`src/rtl/sfps_pkg.sv`:
```
// ----------------------------------------------------------------------------
// sfps_pkg
// Shared types and constants of the state feedback plant step block.
// ----------------------------------------------------------------------------
package sfps_pkg;

    localparam int DATA_W        = 32;
    localparam int FRAC_BITS_DEF = 16;
    localparam int CFG_ADDR_W    = 3;
    localparam int MUL_STEPS     = 32;
    localparam int DIV_STEPS     = 64;
    localparam int CNT_W         = 6;

    localparam logic [CNT_W-1:0] MUL_LAST = CNT_W'(MUL_STEPS - 1);
    localparam logic [CNT_W-1:0] DIV_LAST = CNT_W'(DIV_STEPS - 1);

    typedef enum logic [3:0] {
        S_IDLE,
        S_MLOAD,
        S_MSTEP,
        S_MSIGN,
        S_MACC,
        S_DLOAD,
        S_DSTEP,
        S_DFIN,
        S_DONE
    } t_state;

    typedef enum logic [2:0] {
        OP_T1,
        OP_T2,
        OP_T3,
        OP_KU,
        OP_BV,
        OP_VDT,
        OP_ADT
    } t_op;

    typedef enum logic [CFG_ADDR_W-1:0] {
        CFG_POS_GAIN   = 3'd0,
        CFG_VEL_GAIN   = 3'd1,
        CFG_REF_GAIN   = 3'd2,
        CFG_DAMPING    = 3'd3,
        CFG_DRIVE      = 3'd4,
        CFG_INERTIA    = 3'd5,
        CFG_TIME_STEP  = 3'd6
    } t_cfg_idx;

    typedef struct packed {
        logic              flag;
        logic [DATA_W-1:0] val;
    } t_sat;

endpackage

```
`src/rtl/state_feedback_plant_step.sv`:
```
// ----------------------------------------------------------------------------
// state_feedback_plant_step
// State feedback controller closed around a forward-Euler second-order plant.
// ----------------------------------------------------------------------------
// A tick word computes u = -k1*x1 - k2*x2 + kr*r and advances position and
// velocity by one Euler step; a load word sets the state and returns it. All
// arithmetic runs on one bit-serial shift-add multiplier and one restoring
// divider. A new word is accepted only after the last result has gone into
// the output register, which may wait for the downstream side. The user must
// write configuration only while idle; the block itself does not enforce it.
// ----------------------------------------------------------------------------
module state_feedback_plant_step #(
    parameter int FRAC_BITS = sfps_pkg::FRAC_BITS_DEF
) (
    input  logic                            i_clk,
    input  logic                            i_rst_n,
    input  logic                            i_cfg_wen,
    input  logic [sfps_pkg::CFG_ADDR_W-1:0] i_cfg_addr,
    input  logic [sfps_pkg::DATA_W-1:0]     i_cfg_wdata,
    input  logic                            s_axis_tvalid,
    output logic                            s_axis_tready,
    // reference, init_position, init_velocity
    input  logic [3*sfps_pkg::DATA_W-1:0]   s_axis_tdata,
    // action
    input  logic [0:0]                      s_axis_tuser,
    output logic                            m_axis_tvalid,
    input  logic                            m_axis_tready,
    // position, velocity, control
    output logic [3*sfps_pkg::DATA_W-1:0]   m_axis_tdata,
    // saturated
    output logic [0:0]                      m_axis_tuser
);

    import sfps_pkg::*;

    localparam logic [63:0] DT_FULL   = (64'd1 << FRAC_BITS) / 100;
    localparam logic [16:0] DT_RST    = (DT_FULL > 64'h1FFFF) ? 17'h1FFFF : DT_FULL[16:0];
    localparam logic [63:0] DAMP_FULL = 64'd10 << FRAC_BITS;
    localparam logic [63:0] DRV_FULL  = 64'd100 << FRAC_BITS;

    function automatic t_sat f_sat32(input logic signed [63:0] v);
        t_sat res;
        res.flag = (v[63:31] != {33{v[63]}});
        if (res.flag) begin
            res.val = v[63] ? 32'h8000_0000 : 32'h7FFF_FFFF;
        end else begin
            res.val = v[31:0];
        end
        return res;
    endfunction

    t_state r_state, n_state;
    t_op    r_op;

    logic [31:0] r_k1, r_k2, r_kr;
    logic [30:0] r_damp, r_drive, r_inertia;
    logic [16:0] r_dt;

    logic [31:0] r_x1, r_x2, r_ref, r_u, r_acc;
    logic        r_sat;
    logic signed [63:0] r_sum;

    logic [CNT_W-1:0] r_cnt;
    logic [31:0]      r_mcand;
    logic [64:0]      r_prod;
    logic             r_pneg;

    logic [30:0] r_rem, r_div;
    logic [63:0] r_quo;
    logic        r_dneg;

    logic                    r_m_valid;
    logic [3*DATA_W-1:0]     r_m_data;
    logic                    r_m_user;

    logic s_accept, out_load, mul_last, div_last;

    logic signed [32:0] op_a, op_b;
    logic [32:0]        a_neg, b_neg;
    logic [31:0]        a_mag, b_mag;
    logic [32:0]        mul_hi;
    logic signed [63:0] prod_s, prod_sh, add_base, add_res;
    logic [63:0]        prod_neg, sum_abs;
    t_sat               add_sat;
    logic [32:0]        trial;
    logic [31:0]        q_neg;
    logic               q_ovf;

    assign s_accept      = s_axis_tvalid && s_axis_tready;
    assign m_axis_tvalid = r_m_valid;
    assign m_axis_tdata  = r_m_data;
    assign m_axis_tuser  = r_m_user;

    always_comb begin
        unique case (r_op)
            OP_T1:   begin op_a = {r_k1[31], r_k1};   op_b = {r_x1[31], r_x1};  end
            OP_T2:   begin op_a = {r_k2[31], r_k2};   op_b = {r_x2[31], r_x2};  end
            OP_T3:   begin op_a = {r_kr[31], r_kr};   op_b = {r_ref[31], r_ref}; end
            OP_KU:   begin op_a = {2'b00, r_drive};   op_b = {r_u[31], r_u};    end
            OP_BV:   begin op_a = {2'b00, r_damp};    op_b = {r_x2[31], r_x2};  end
            OP_VDT:  begin op_a = {r_x2[31], r_x2};   op_b = {16'd0, r_dt};     end
            OP_ADT:  begin op_a = {r_acc[31], r_acc}; op_b = {16'd0, r_dt};     end
            default: begin op_a = '0;                 op_b = '0;                end
        endcase
    end

    assign a_neg  = -op_a;
    assign b_neg  = -op_b;
    assign a_mag  = op_a[32] ? a_neg[31:0] : op_a[31:0];
    assign b_mag  = op_b[32] ? b_neg[31:0] : op_b[31:0];
    assign mul_hi = r_prod[64:32] + (r_prod[0] ? {1'b0, r_mcand} : 33'd0);

    assign prod_neg = -r_prod[63:0];
    assign prod_s   = $signed(r_prod[63:0]);
    assign prod_sh  = prod_s >>> FRAC_BITS;

    always_comb begin
        unique case (r_op)
            OP_T3:   add_base = r_sum;
            OP_VDT:  add_base = {{32{r_x1[31]}}, r_x1};
            default: add_base = {{32{r_x2[31]}}, r_x2};
        endcase
    end

    assign add_res = add_base + prod_sh;
    assign add_sat = f_sat32(add_res);

    assign sum_abs = r_sum[63] ? 64'(-r_sum) : r_sum;
    assign trial   = {1'b0, r_rem, r_quo[63]} - {2'b00, r_div};
    assign q_neg   = -r_quo[31:0];
    assign q_ovf   = r_dneg ? ((r_quo[63:32] != '0) || (r_quo[31] && (r_quo[30:0] != '0)))
                            : (r_quo[63:31] != '0);

    // Next state.
    always_comb begin
        n_state = r_state;
        unique case (r_state)
            S_IDLE:  if (s_accept) n_state = s_axis_tuser[0] ? S_DONE : S_MLOAD;
            S_MLOAD: n_state = S_MSTEP;
            S_MSTEP: if (mul_last) n_state = S_MSIGN;
            S_MSIGN: n_state = S_MACC;
            S_MACC: begin
                unique case (r_op)
                    OP_BV:   n_state = S_DLOAD;
                    OP_ADT:  n_state = S_DONE;
                    default: n_state = S_MLOAD;
                endcase
            end
            S_DLOAD: n_state = S_DSTEP;
            S_DSTEP: if (div_last) n_state = S_DFIN;
            S_DFIN:  n_state = S_MLOAD;
            S_DONE:  if (out_load) n_state = S_IDLE;
            default: n_state = S_IDLE;
        endcase
    end

    // State outputs.
    always_comb begin
        s_axis_tready = (r_state == S_IDLE);
        out_load      = (r_state == S_DONE) && (!r_m_valid || m_axis_tready);
        mul_last      = (r_state == S_MSTEP) && (r_cnt == MUL_LAST);
        div_last      = (r_state == S_DSTEP) && (r_cnt == DIV_LAST);
    end

    always_ff @(posedge i_clk) begin
        if (!i_rst_n) begin
            r_state <= S_IDLE;
        end else begin
            r_state <= n_state;
        end
    end

    always_ff @(posedge i_clk) begin
        if (!i_rst_n) begin
            r_k1      <= '0;
            r_k2      <= '0;
            r_kr      <= '0;
            r_damp    <= DAMP_FULL[30:0];
            r_drive   <= DRV_FULL[30:0];
            r_inertia <= DRV_FULL[30:0];
            r_dt      <= DT_RST;
        end else if (i_cfg_wen) begin
            unique case (t_cfg_idx'(i_cfg_addr))
                CFG_POS_GAIN:  r_k1      <= i_cfg_wdata;
                CFG_VEL_GAIN:  r_k2      <= i_cfg_wdata;
                CFG_REF_GAIN:  r_kr      <= i_cfg_wdata;
                CFG_DAMPING:   r_damp    <= i_cfg_wdata[30:0];
                CFG_DRIVE:     r_drive   <= i_cfg_wdata[30:0];
                CFG_INERTIA:   r_inertia <= i_cfg_wdata[30:0];
                CFG_TIME_STEP: r_dt      <= i_cfg_wdata[16:0];
                default: ;
            endcase
        end
    end

    always_ff @(posedge i_clk) begin
        if (!i_rst_n) begin
            r_x1  <= '0;
            r_x2  <= '0;
            r_op  <= OP_T1;
            r_sat <= 1'b0;
            r_u   <= '0;
            r_cnt <= '0;
        end else begin
            unique case (r_state)
                S_IDLE: begin
                    if (s_accept) begin
                        r_op  <= OP_T1;
                        r_sat <= 1'b0;
                        r_u   <= '0;
                        r_ref <= s_axis_tdata[31:0];
                        if (s_axis_tuser[0]) begin
                            r_x1 <= s_axis_tdata[63:32];
                            r_x2 <= s_axis_tdata[95:64];
                        end
                    end
                end
                S_MLOAD: begin
                    r_cnt   <= '0;
                    r_mcand <= a_mag;
                    r_prod  <= {33'd0, b_mag};
                    r_pneg  <= op_a[32] ^ op_b[32];
                end
                S_MSTEP: begin
                    r_cnt  <= r_cnt + 1'b1;
                    r_prod <= {1'b0, mul_hi, r_prod[31:1]};
                end
                S_MSIGN: begin
                    if (r_pneg) begin
                        r_prod <= {1'b0, prod_neg};
                    end
                end
                S_MACC: begin
                    unique case (r_op)
                        OP_T1: begin
                            r_sum <= -prod_sh;
                            r_op  <= OP_T2;
                        end
                        OP_T2: begin
                            r_sum <= r_sum - prod_sh;
                            r_op  <= OP_T3;
                        end
                        OP_T3: begin
                            r_u   <= add_sat.val;
                            r_sat <= r_sat | add_sat.flag;
                            r_op  <= OP_KU;
                        end
                        OP_KU: begin
                            r_sum <= -prod_s;
                            r_op  <= OP_BV;
                        end
                        OP_BV: begin
                            r_sum <= r_sum - prod_s;
                            r_op  <= OP_VDT;
                        end
                        OP_VDT: begin
                            r_x1  <= add_sat.val;
                            r_sat <= r_sat | add_sat.flag;
                            r_op  <= OP_ADT;
                        end
                        OP_ADT: begin
                            r_x2  <= add_sat.val;
                            r_sat <= r_sat | add_sat.flag;
                            r_op  <= OP_T1;
                        end
                        default: r_op <= OP_T1;
                    endcase
                end
                S_DLOAD: begin
                    r_cnt  <= '0;
                    r_dneg <= r_sum[63];
                    r_quo  <= sum_abs;
                    r_rem  <= '0;
                    r_div  <= (r_inertia == '0) ? 31'd1 : r_inertia;
                end
                S_DSTEP: begin
                    r_cnt <= r_cnt + 1'b1;
                    if (!trial[32]) begin
                        r_rem <= trial[30:0];
                        r_quo <= {r_quo[62:0], 1'b1};
                    end else begin
                        r_rem <= {r_rem[29:0], r_quo[63]};
                        r_quo <= {r_quo[62:0], 1'b0};
                    end
                end
                S_DFIN: begin
                    r_sat <= r_sat | q_ovf;
                    if (q_ovf) begin
                        r_acc <= r_dneg ? 32'h8000_0000 : 32'h7FFF_FFFF;
                    end else begin
                        r_acc <= r_dneg ? q_neg : r_quo[31:0];
                    end
                end
                S_DONE: ;
                default: ;
            endcase
        end
    end

    always_ff @(posedge i_clk) begin
        if (!i_rst_n) begin
            r_m_valid <= 1'b0;
        end else if (out_load) begin
            r_m_valid <= 1'b1;
        end else if (m_axis_tready) begin
            r_m_valid <= 1'b0;
        end
    end

    always_ff @(posedge i_clk) begin
        if (out_load) begin
            r_m_data <= {r_u, r_x2, r_x1};
            r_m_user <= r_sat;
        end
    end

`ifndef SYNTHESIS
    a_accept_leaves_idle: assert property (@(posedge i_clk) disable iff (!i_rst_n)
        s_accept |=> (r_state != S_IDLE))
        else $error("state stayed idle after an accepted word");

    a_result_from_done: assert property (@(posedge i_clk) disable iff (!i_rst_n)
        $rose(m_axis_tvalid) |-> ($past(r_state) == S_DONE))
        else $error("result raised outside the done state");

    a_mul_high_bounded: assert property (@(posedge i_clk) disable iff (!i_rst_n)
        (r_state == S_MSTEP) |-> (!r_prod[64] && (r_cnt <= MUL_LAST)))
        else $error("multiplier accumulator or count out of range");

    a_rem_below_div: assert property (@(posedge i_clk) disable iff (!i_rst_n)
        (r_state == S_DSTEP) |-> (r_rem < r_div))
        else $error("divider remainder not below divisor");

    a_div_then_integrate: assert property (@(posedge i_clk) disable iff (!i_rst_n)
        (r_state == S_DLOAD) |-> (r_op == OP_VDT))
        else $error("division entered out of sequence");
`endif

endmodule

```
`config.mk`:
```
export PLATFORM = sky130hd
export DESIGN_NAME = state_feedback_plant_step
export DESIGN_NICKNAME = d
export VERILOG_FILES = /design/src/rtl/sfps_pkg.sv /design/src/rtl/state_feedback_plant_step.sv
export SDC_FILE = /design/constraint.sdc
export NUM_CORES = 2
export LEC_CHECK = 0
export BUFFER_PORTS_ARGS = -buffer_cell sky130_fd_sc_hd__buf_2
export CAP_MARGIN = 20
export CORE_MARGIN = 10
export CORE_UTILIZATION = 25
export DETAILED_ROUTE_END_ITERATION = 8
export PLACE_DENSITY_LB_ADDON = 0.08
export SKIP_CTS_REPAIR_TIMING = 1
export SLEW_MARGIN = 20
export SYNTH_ARGS = -nofsm -noshare
export SYNTH_HDL_FRONTEND = slang
export SYNTH_SLANG_ARGS = --single-unit
```
`constraint.sdc`:
```
create_clock -name i_clk -period 17.95 [get_ports i_clk]
set_clock_uncertainty 0.05 [all_clocks]
set_input_delay 2.6925 -clock i_clk [delete_from_list [all_inputs] [get_ports i_clk]]
set_output_delay 2.6925 -clock i_clk [all_outputs]
set_load 0.01 [all_outputs]
```
Word-level counts from Yosys, hierarchy flattened
Cells that the tools add are included.

word-level totals
  input port bits = 137
  output and inout port bits = 99
  logic and storage cells = 170
  register bits = 767

cells by class
  multiplexer cells = 47
  equal/unequal tests = 33
  bitwise gates (word level) = 3
  add/sub/neg operators = 13
  reduce and logical (&&, ||, !) cells = 47

operator list
  cell                number
  $mux 32             16
  $pmux 64 s2         2
  $pmux 64 s4         1
  $pmux 33 s7         1
  $pmux 65 s3         1
  $neg 64->64         3
  $pmux 32 s2         3
  $pmux 33 s5         1
  $neg 32->32         3
  $mux 65             1
  $add 64x48->64      1
  $mux 64             1
  $neg 48->64         1
  $sub 64x48->64      1
  $sub 64x64->64      1
  $pmux 31 s2         1
  $pmux 4 s9          1
  $add 33x32->33      1
  $reduce_bool 33->1  1
  $sub 32x31->33      1
  $ne 32x32->1        1
  $reduce_bool 32->1  1
  $logic_not 31->1    1
  $mux 31             1
  other kinds (36)    97

Logic depth before layout (Yosys ltp)
  depth after elaboration = 7
  gate-level depth with buffers = 27
  gate-level depth less buffers = 20

Least setup slack after synthesis
OpenSTA, ideal clock, no wires.

  path type = input port to flip-flop
  start point = input i_rst_n
  end point = register r_sum[0] (enable)
  arrival time = 13.276 ns
  setup slack = 3.795 ns
  stages on the path = 4
  setup time = 0.829 ns
  buffers on the path = 2
  cell sequence = clkbuf_1 -> inv_1 -> clkbuf_1 -> a2111oi_0

between the ends
  longest elaborated chain between the ends = 1

RTL lines
  what                        RTL line                          RTL
  start: declaration          state_feedback_plant_step.sv:16   input logic i_rst_n,
  $reduce_and 3->1 (no line)  n/a
  end signal: assignment      state_feedback_plant_step.sv:236  r_sum <= -prod_sh;
  end signal: assignment      state_feedback_plant_step.sv:240  r_sum <= r_sum - prod_sh;
  end signal: assignment      state_feedback_plant_step.sv:249  r_sum <= -prod_s;
  end: declaration            state_feedback_plant_step.sv:61   logic signed [63:0] r_sum;

Every way passes these cells.
A chain may end at the register's enable or synchronous reset.

Worst setup path after layout
  start point = register r_op[2]
  end point = register r_u[26]

between the ends
  longest elaborated chain between the ends = 7

RTL lines
  what                                      RTL line                                                            RTL
  start: declaration                        state_feedback_plant_step.sv:53                                     t_op r_op;
  start signal: assignment                  state_feedback_plant_step.sv:200                                    r_op <= OP_T1;
  start signal: assignment                  state_feedback_plant_step.sv:208                                    r_op <= OP_T1;
  start signal: assignment                  state_feedback_plant_step.sv:237                                    r_op <= OP_T2;
  $eq 3x3->1 or $eq 3x2->1 (tied branches)  state_feedback_plant_step.sv:118, state_feedback_plant_step.sv:234
  $pmux 64 s2                               state_feedback_plant_step.sv:118                                    unique case (r_op)
  $add 64x48->64                            state_feedback_plant_step.sv:125                                    assign add_res = add_base + prod_sh;
  $ne 32x32->1 or $mux 32 (tied branches)   state_feedback_plant_step.sv:43, state_feedback_plant_step.sv:45
  $mux 32                                   state_feedback_plant_step.sv:44                                     if (res.flag) begin
  $mux 32                                   state_feedback_plant_step.sv:234                                    unique case (r_op)
  $pmux 32 s2                               state_feedback_plant_step.sv:205                                    unique case (r_state)
  end signal: assignment                    state_feedback_plant_step.sv:244                                    r_u <= add_sat.val;
  end: declaration                          state_feedback_plant_step.sv:59                                     logic [31:0] r_x1, r_x2, r_ref, r_u, r_acc;

Several ways; a longest one is shown, not always the timed one. The select of a mux whose other input is x is not followed.

==> impl_metrics.toml <==
[grt]
globalRoute.totalOverflow = 0
grt_first_pass_wirelength_um = 323000
number_of_antenna_violations_at_the_first_check_in_global_routing = 16
track_usage_pct = 20.0
first_global_vias = 42900
grt_start_max_net_pins = 88

[timing]
max_clock_freq_mhz = 121
period_utilisation_layout_pct = 46.2
final_hold_fails = 0
fin_crit_ns = 8.29
slew_viol_final = 0
timing.final.setup_violations = 0
grt_setup_unrepaired = "false"
tightestPinTransition_ns = 1.09
relSlewSlack_pct = 27.3
setup-tns-final_ns = 0

[synth]
postSynthRegisterBits = 766
post_synth.cell_area_avg_um2 = 8.76
yosys-top-cells-area = "sky130_fd_sc_hd__edfxtp_1 27%, sky130_fd_sc_hd__dfxtp_1 13%, sky130_fd_sc_hd__nand2_1 6.4%"
synthesis.area_mm2 = 0.0492
yosysTopAreaCell = "sky130_fd_sc_hd__edfxtp_1"
synth-edff-count = 449
synth.yosys.seq_area_share_pct = 40.3
yosysWarnings = 0
yosys_most_used_dff = "sky130_fd_sc_hd__edfxtp_1"
syn_nets = 5955
syn_inst = 5616
synthDominantCellAreaShare_pct = 27.4
synth.lib_cells_used.distinct = 91
synth_async_sr_flop_share_pct = 0

[cts]
clock_insertion_delay_worst_skew_ns = 0.76
cts_inserted_buffers = 101
cts_tree = "done"
clk_transition_reported_paths_ns = 0.06
cts_htree_levels = 3
clock-root-buffer = "sky130_fd_sc_hd__clkbuf_16"
clk_path_buf_depth = 3
tritoncts_num_sinks = 766

[floorplanning]
die_width_um = 464
number_of_i_o_pins = 236
die_height_um = 464
start_util_pct = 25.2
std_cell_rows = 162
core_area_mm2 = 0.195
die_area_mm2 = 0.215

[routing]
routed_wire_length_per_instance_um = 26.9
drt-pass1-iter-count = 5
viasPerCell = 5.30
drtIter0Drc = 3891
postRouteWirelength_um = 226000
drcViolationCount = 0
postRouteAntennaNets = 0
num_vias = 44400

[layout]
layout_cell_share_with_drive_strength_beyond_1_pct = 11.3
most-common-layout-cells = "832 x sky130_fd_sc_hd__nand2_1, 554 x sky130_fd_sc_hd__a21oi_1, 449 x sky130_fd_sc_hd__edfxtp_1"
area_growth_syn_to_fin_pct = 15.3
final_cells = 8386
layout.cells.most_common = "sky130_fd_sc_hd__nand2_1"
design.final.nets = 6009

[place]
place_congestion = 0.870
place_inst = 8190
place.detailed.hpwl_um = 169000
number_of_buffers_added_on_ports = 235

[setup_path]
critPathCaptureType = "flip-flop"
worstPathArrival_ns = 8.89
crit_path_max_fanout = 66
crit_path_max_incr_delay_ns = 0.72
r2r_slack_ns = 9.66
start_kind = "flip-flop"
cp_num_buf_inv = 5
required_ns = 18.55
critical_path.cell_chain = "buf_4 -> nor2_1 -> nand2_2 -> buf_4 -> o21ai_2 -> buf_4 -> a21oi_1 -> ha_1 -> and4_1 -> nor2b_1 -> and3_1 -> o21ai_0 -> and3_1 -> and2_1 -> nor4_1 -> a311oi_1 -> nand3b_1 -> o41a_1 -> a211oi_4 -> buf_4 -> and4_1 -> buf_4 -> a221o_1"
cp_slowest_cell = "sky130_fd_sc_hd__dfxtp_4"
crit_family = "simple AND/OR/NAND/NOR gates"
timing.setup.critical_path_class = "flip-flop to flip-flop"
critPathMostFrequentCell = "sky130_fd_sc_hd__buf_4"

[pwr]
share_of_power_burned_in_combinational_logic_pct = 14.1
static-leakage-power_uw = 0.0202
swShare_pct = 29.9
power.density_mw_per_mm2 = 85.1
sequentialPowerShare_pct = 41.5
p_switching_uw = 1440
power.ir.vdd_worst_mv = 0.0761
clock_power_share_pct = 44.4
cellInternalPower_uw = 3380

[status]
status = "complete, no violations"

[worst_hold_path]
min-delay-path-class = "flip-flop to flip-flop"

[job]
cap_violations = 0
-- registers in the layout, summed over array words and instances (netlist names), 3 cells and up --
signal / flops
r_acc: 32
r_damp: 31
r_state: 4
r_ref: 32
r_sum: 64
r_k1: 32
r_x2: 32
r_div: 31
r_kr: 32
r_op: 3
r_x1: 32
r_inertia: 31
r_u: 32
r_rem: 31
r_k2: 32
r_cnt: 6
r_mcand: 32
m_axis_tdata: 96
r_prod: 64
r_dt: 17
r_quo: 64
r_drive: 31
-- logic make-up after synthesis --
group	count (synthesis)	share of synthesized area, %
xor gates and xnor gates	422	7.51
muxes	173	4.22
AOI/OAI and AO/OA	1666	21.4
adders and majority gates	202	5.20
DFF	766	40.3
and+or+nand+nor	1853	17.1
buffers and inverters	534	4.25
-- through the flow --
step	hold WS [ns]	worst slack [ns]	total power (uW)	util [%]	instance area [um2]
2_1_floorplan	0.376	3.79	2420	-	49200
3_3_place_gp	0.388	9.75	2720	27.2	53200
3_5_place_dp	0.393	9.69	2710	27.2	53200
4_1_cts	0.401	9.60	4880	29.0	56700
5_1_grt	0.417	9.25	5010	29.0	56700
6_report	0.400	9.66	4830	29.0	56700
-- worst paths after layout --
| check | startpoint | end | cells past startpoint |
|---|---|---|---|
| worst min register to register | r_inertia[23]$_SDFFE_PN0P_ | r_div[23]$_SDFFCE_PN0P_ | 0 |
| worst max-delay path | r_op[2]$_SDFFE_PN0P_ | r_u[26]$_SDFFE_PN0P_ | 23 |
| worst max register to register | r_op[2]$_SDFFE_PN0P_ | r_u[26]$_SDFFE_PN0P_ | 23 |
| worst min-delay path | r_inertia[23]$_SDFFE_PN0P_ | r_div[23]$_SDFFCE_PN0P_ | 0 |
-- Yosys cell counts, types with 42 or more instances --
cell type and count:
sky130_fd_sc_hd__xor2_1 221, sky130_fd_sc_hd__nor2_1 413, sky130_fd_sc_hd__nand3_1 80, sky130_fd_sc_hd__edfxtp_1 449
sky130_fd_sc_hd__a41oi_1 69, sky130_fd_sc_hd__o21ai_0 355, sky130_fd_sc_hd__a21oi_1 555, sky130_fd_sc_hd__and2_1 94
sky130_fd_sc_hd__a21o_1 92, sky130_fd_sc_hd__nor3_1 81, sky130_fd_sc_hd__dfxtp_1 317, sky130_fd_sc_hd__clkbuf_1 330
sky130_fd_sc_hd__a221o_1 42, sky130_fd_sc_hd__nor4_1 45, sky130_fd_sc_hd__xnor2_1 201, sky130_fd_sc_hd__ha_1 198
sky130_fd_sc_hd__inv_1 117, sky130_fd_sc_hd__nand2_1 836, sky130_fd_sc_hd__nand4_1 72, sky130_fd_sc_hd__a22oi_1 91
sky130_fd_sc_hd__a31oi_1 100, sky130_fd_sc_hd__buf_2 46, sky130_fd_sc_hd__o31ai_1 46, sky130_fd_sc_hd__mux2i_1 133
sky130_fd_sc_hd__or3_1 44
-- area by class of cell --
cell class                 count  area, um2
antenna                        3       7.51
clock buffer                 132       2800
clock inverter                60        673
fill                       20900     139000
inverter                     120        455
multi-input combinational   4316      27500
sequential                   766      19800
tap                         2624       3280
timing repair buffer         365       2160
-- power by group through the flow --
stage	clock, uW	sequential, uW	combinational (uW)
floorplan	0	1990	427
global placement	0	2040	682
detailed placement	0	2040	678
CTS	2200	2000	682
global route	2260	2000	744
finish	2140	2000	683
-- layer usage --
layer / global-route usage (%) / share of wire [%] / vias up
met1: 28.8 / 48 / 22000
met2: 31.1 / 44 / 1483
met5: 0 / 0.044 / -
met4: 5.69 / 2.8 / 8
met3: 2.63 / 5.5 / 277
li1: - / - / 20700
No activity file was read; power rests on OpenSTA's default activity.
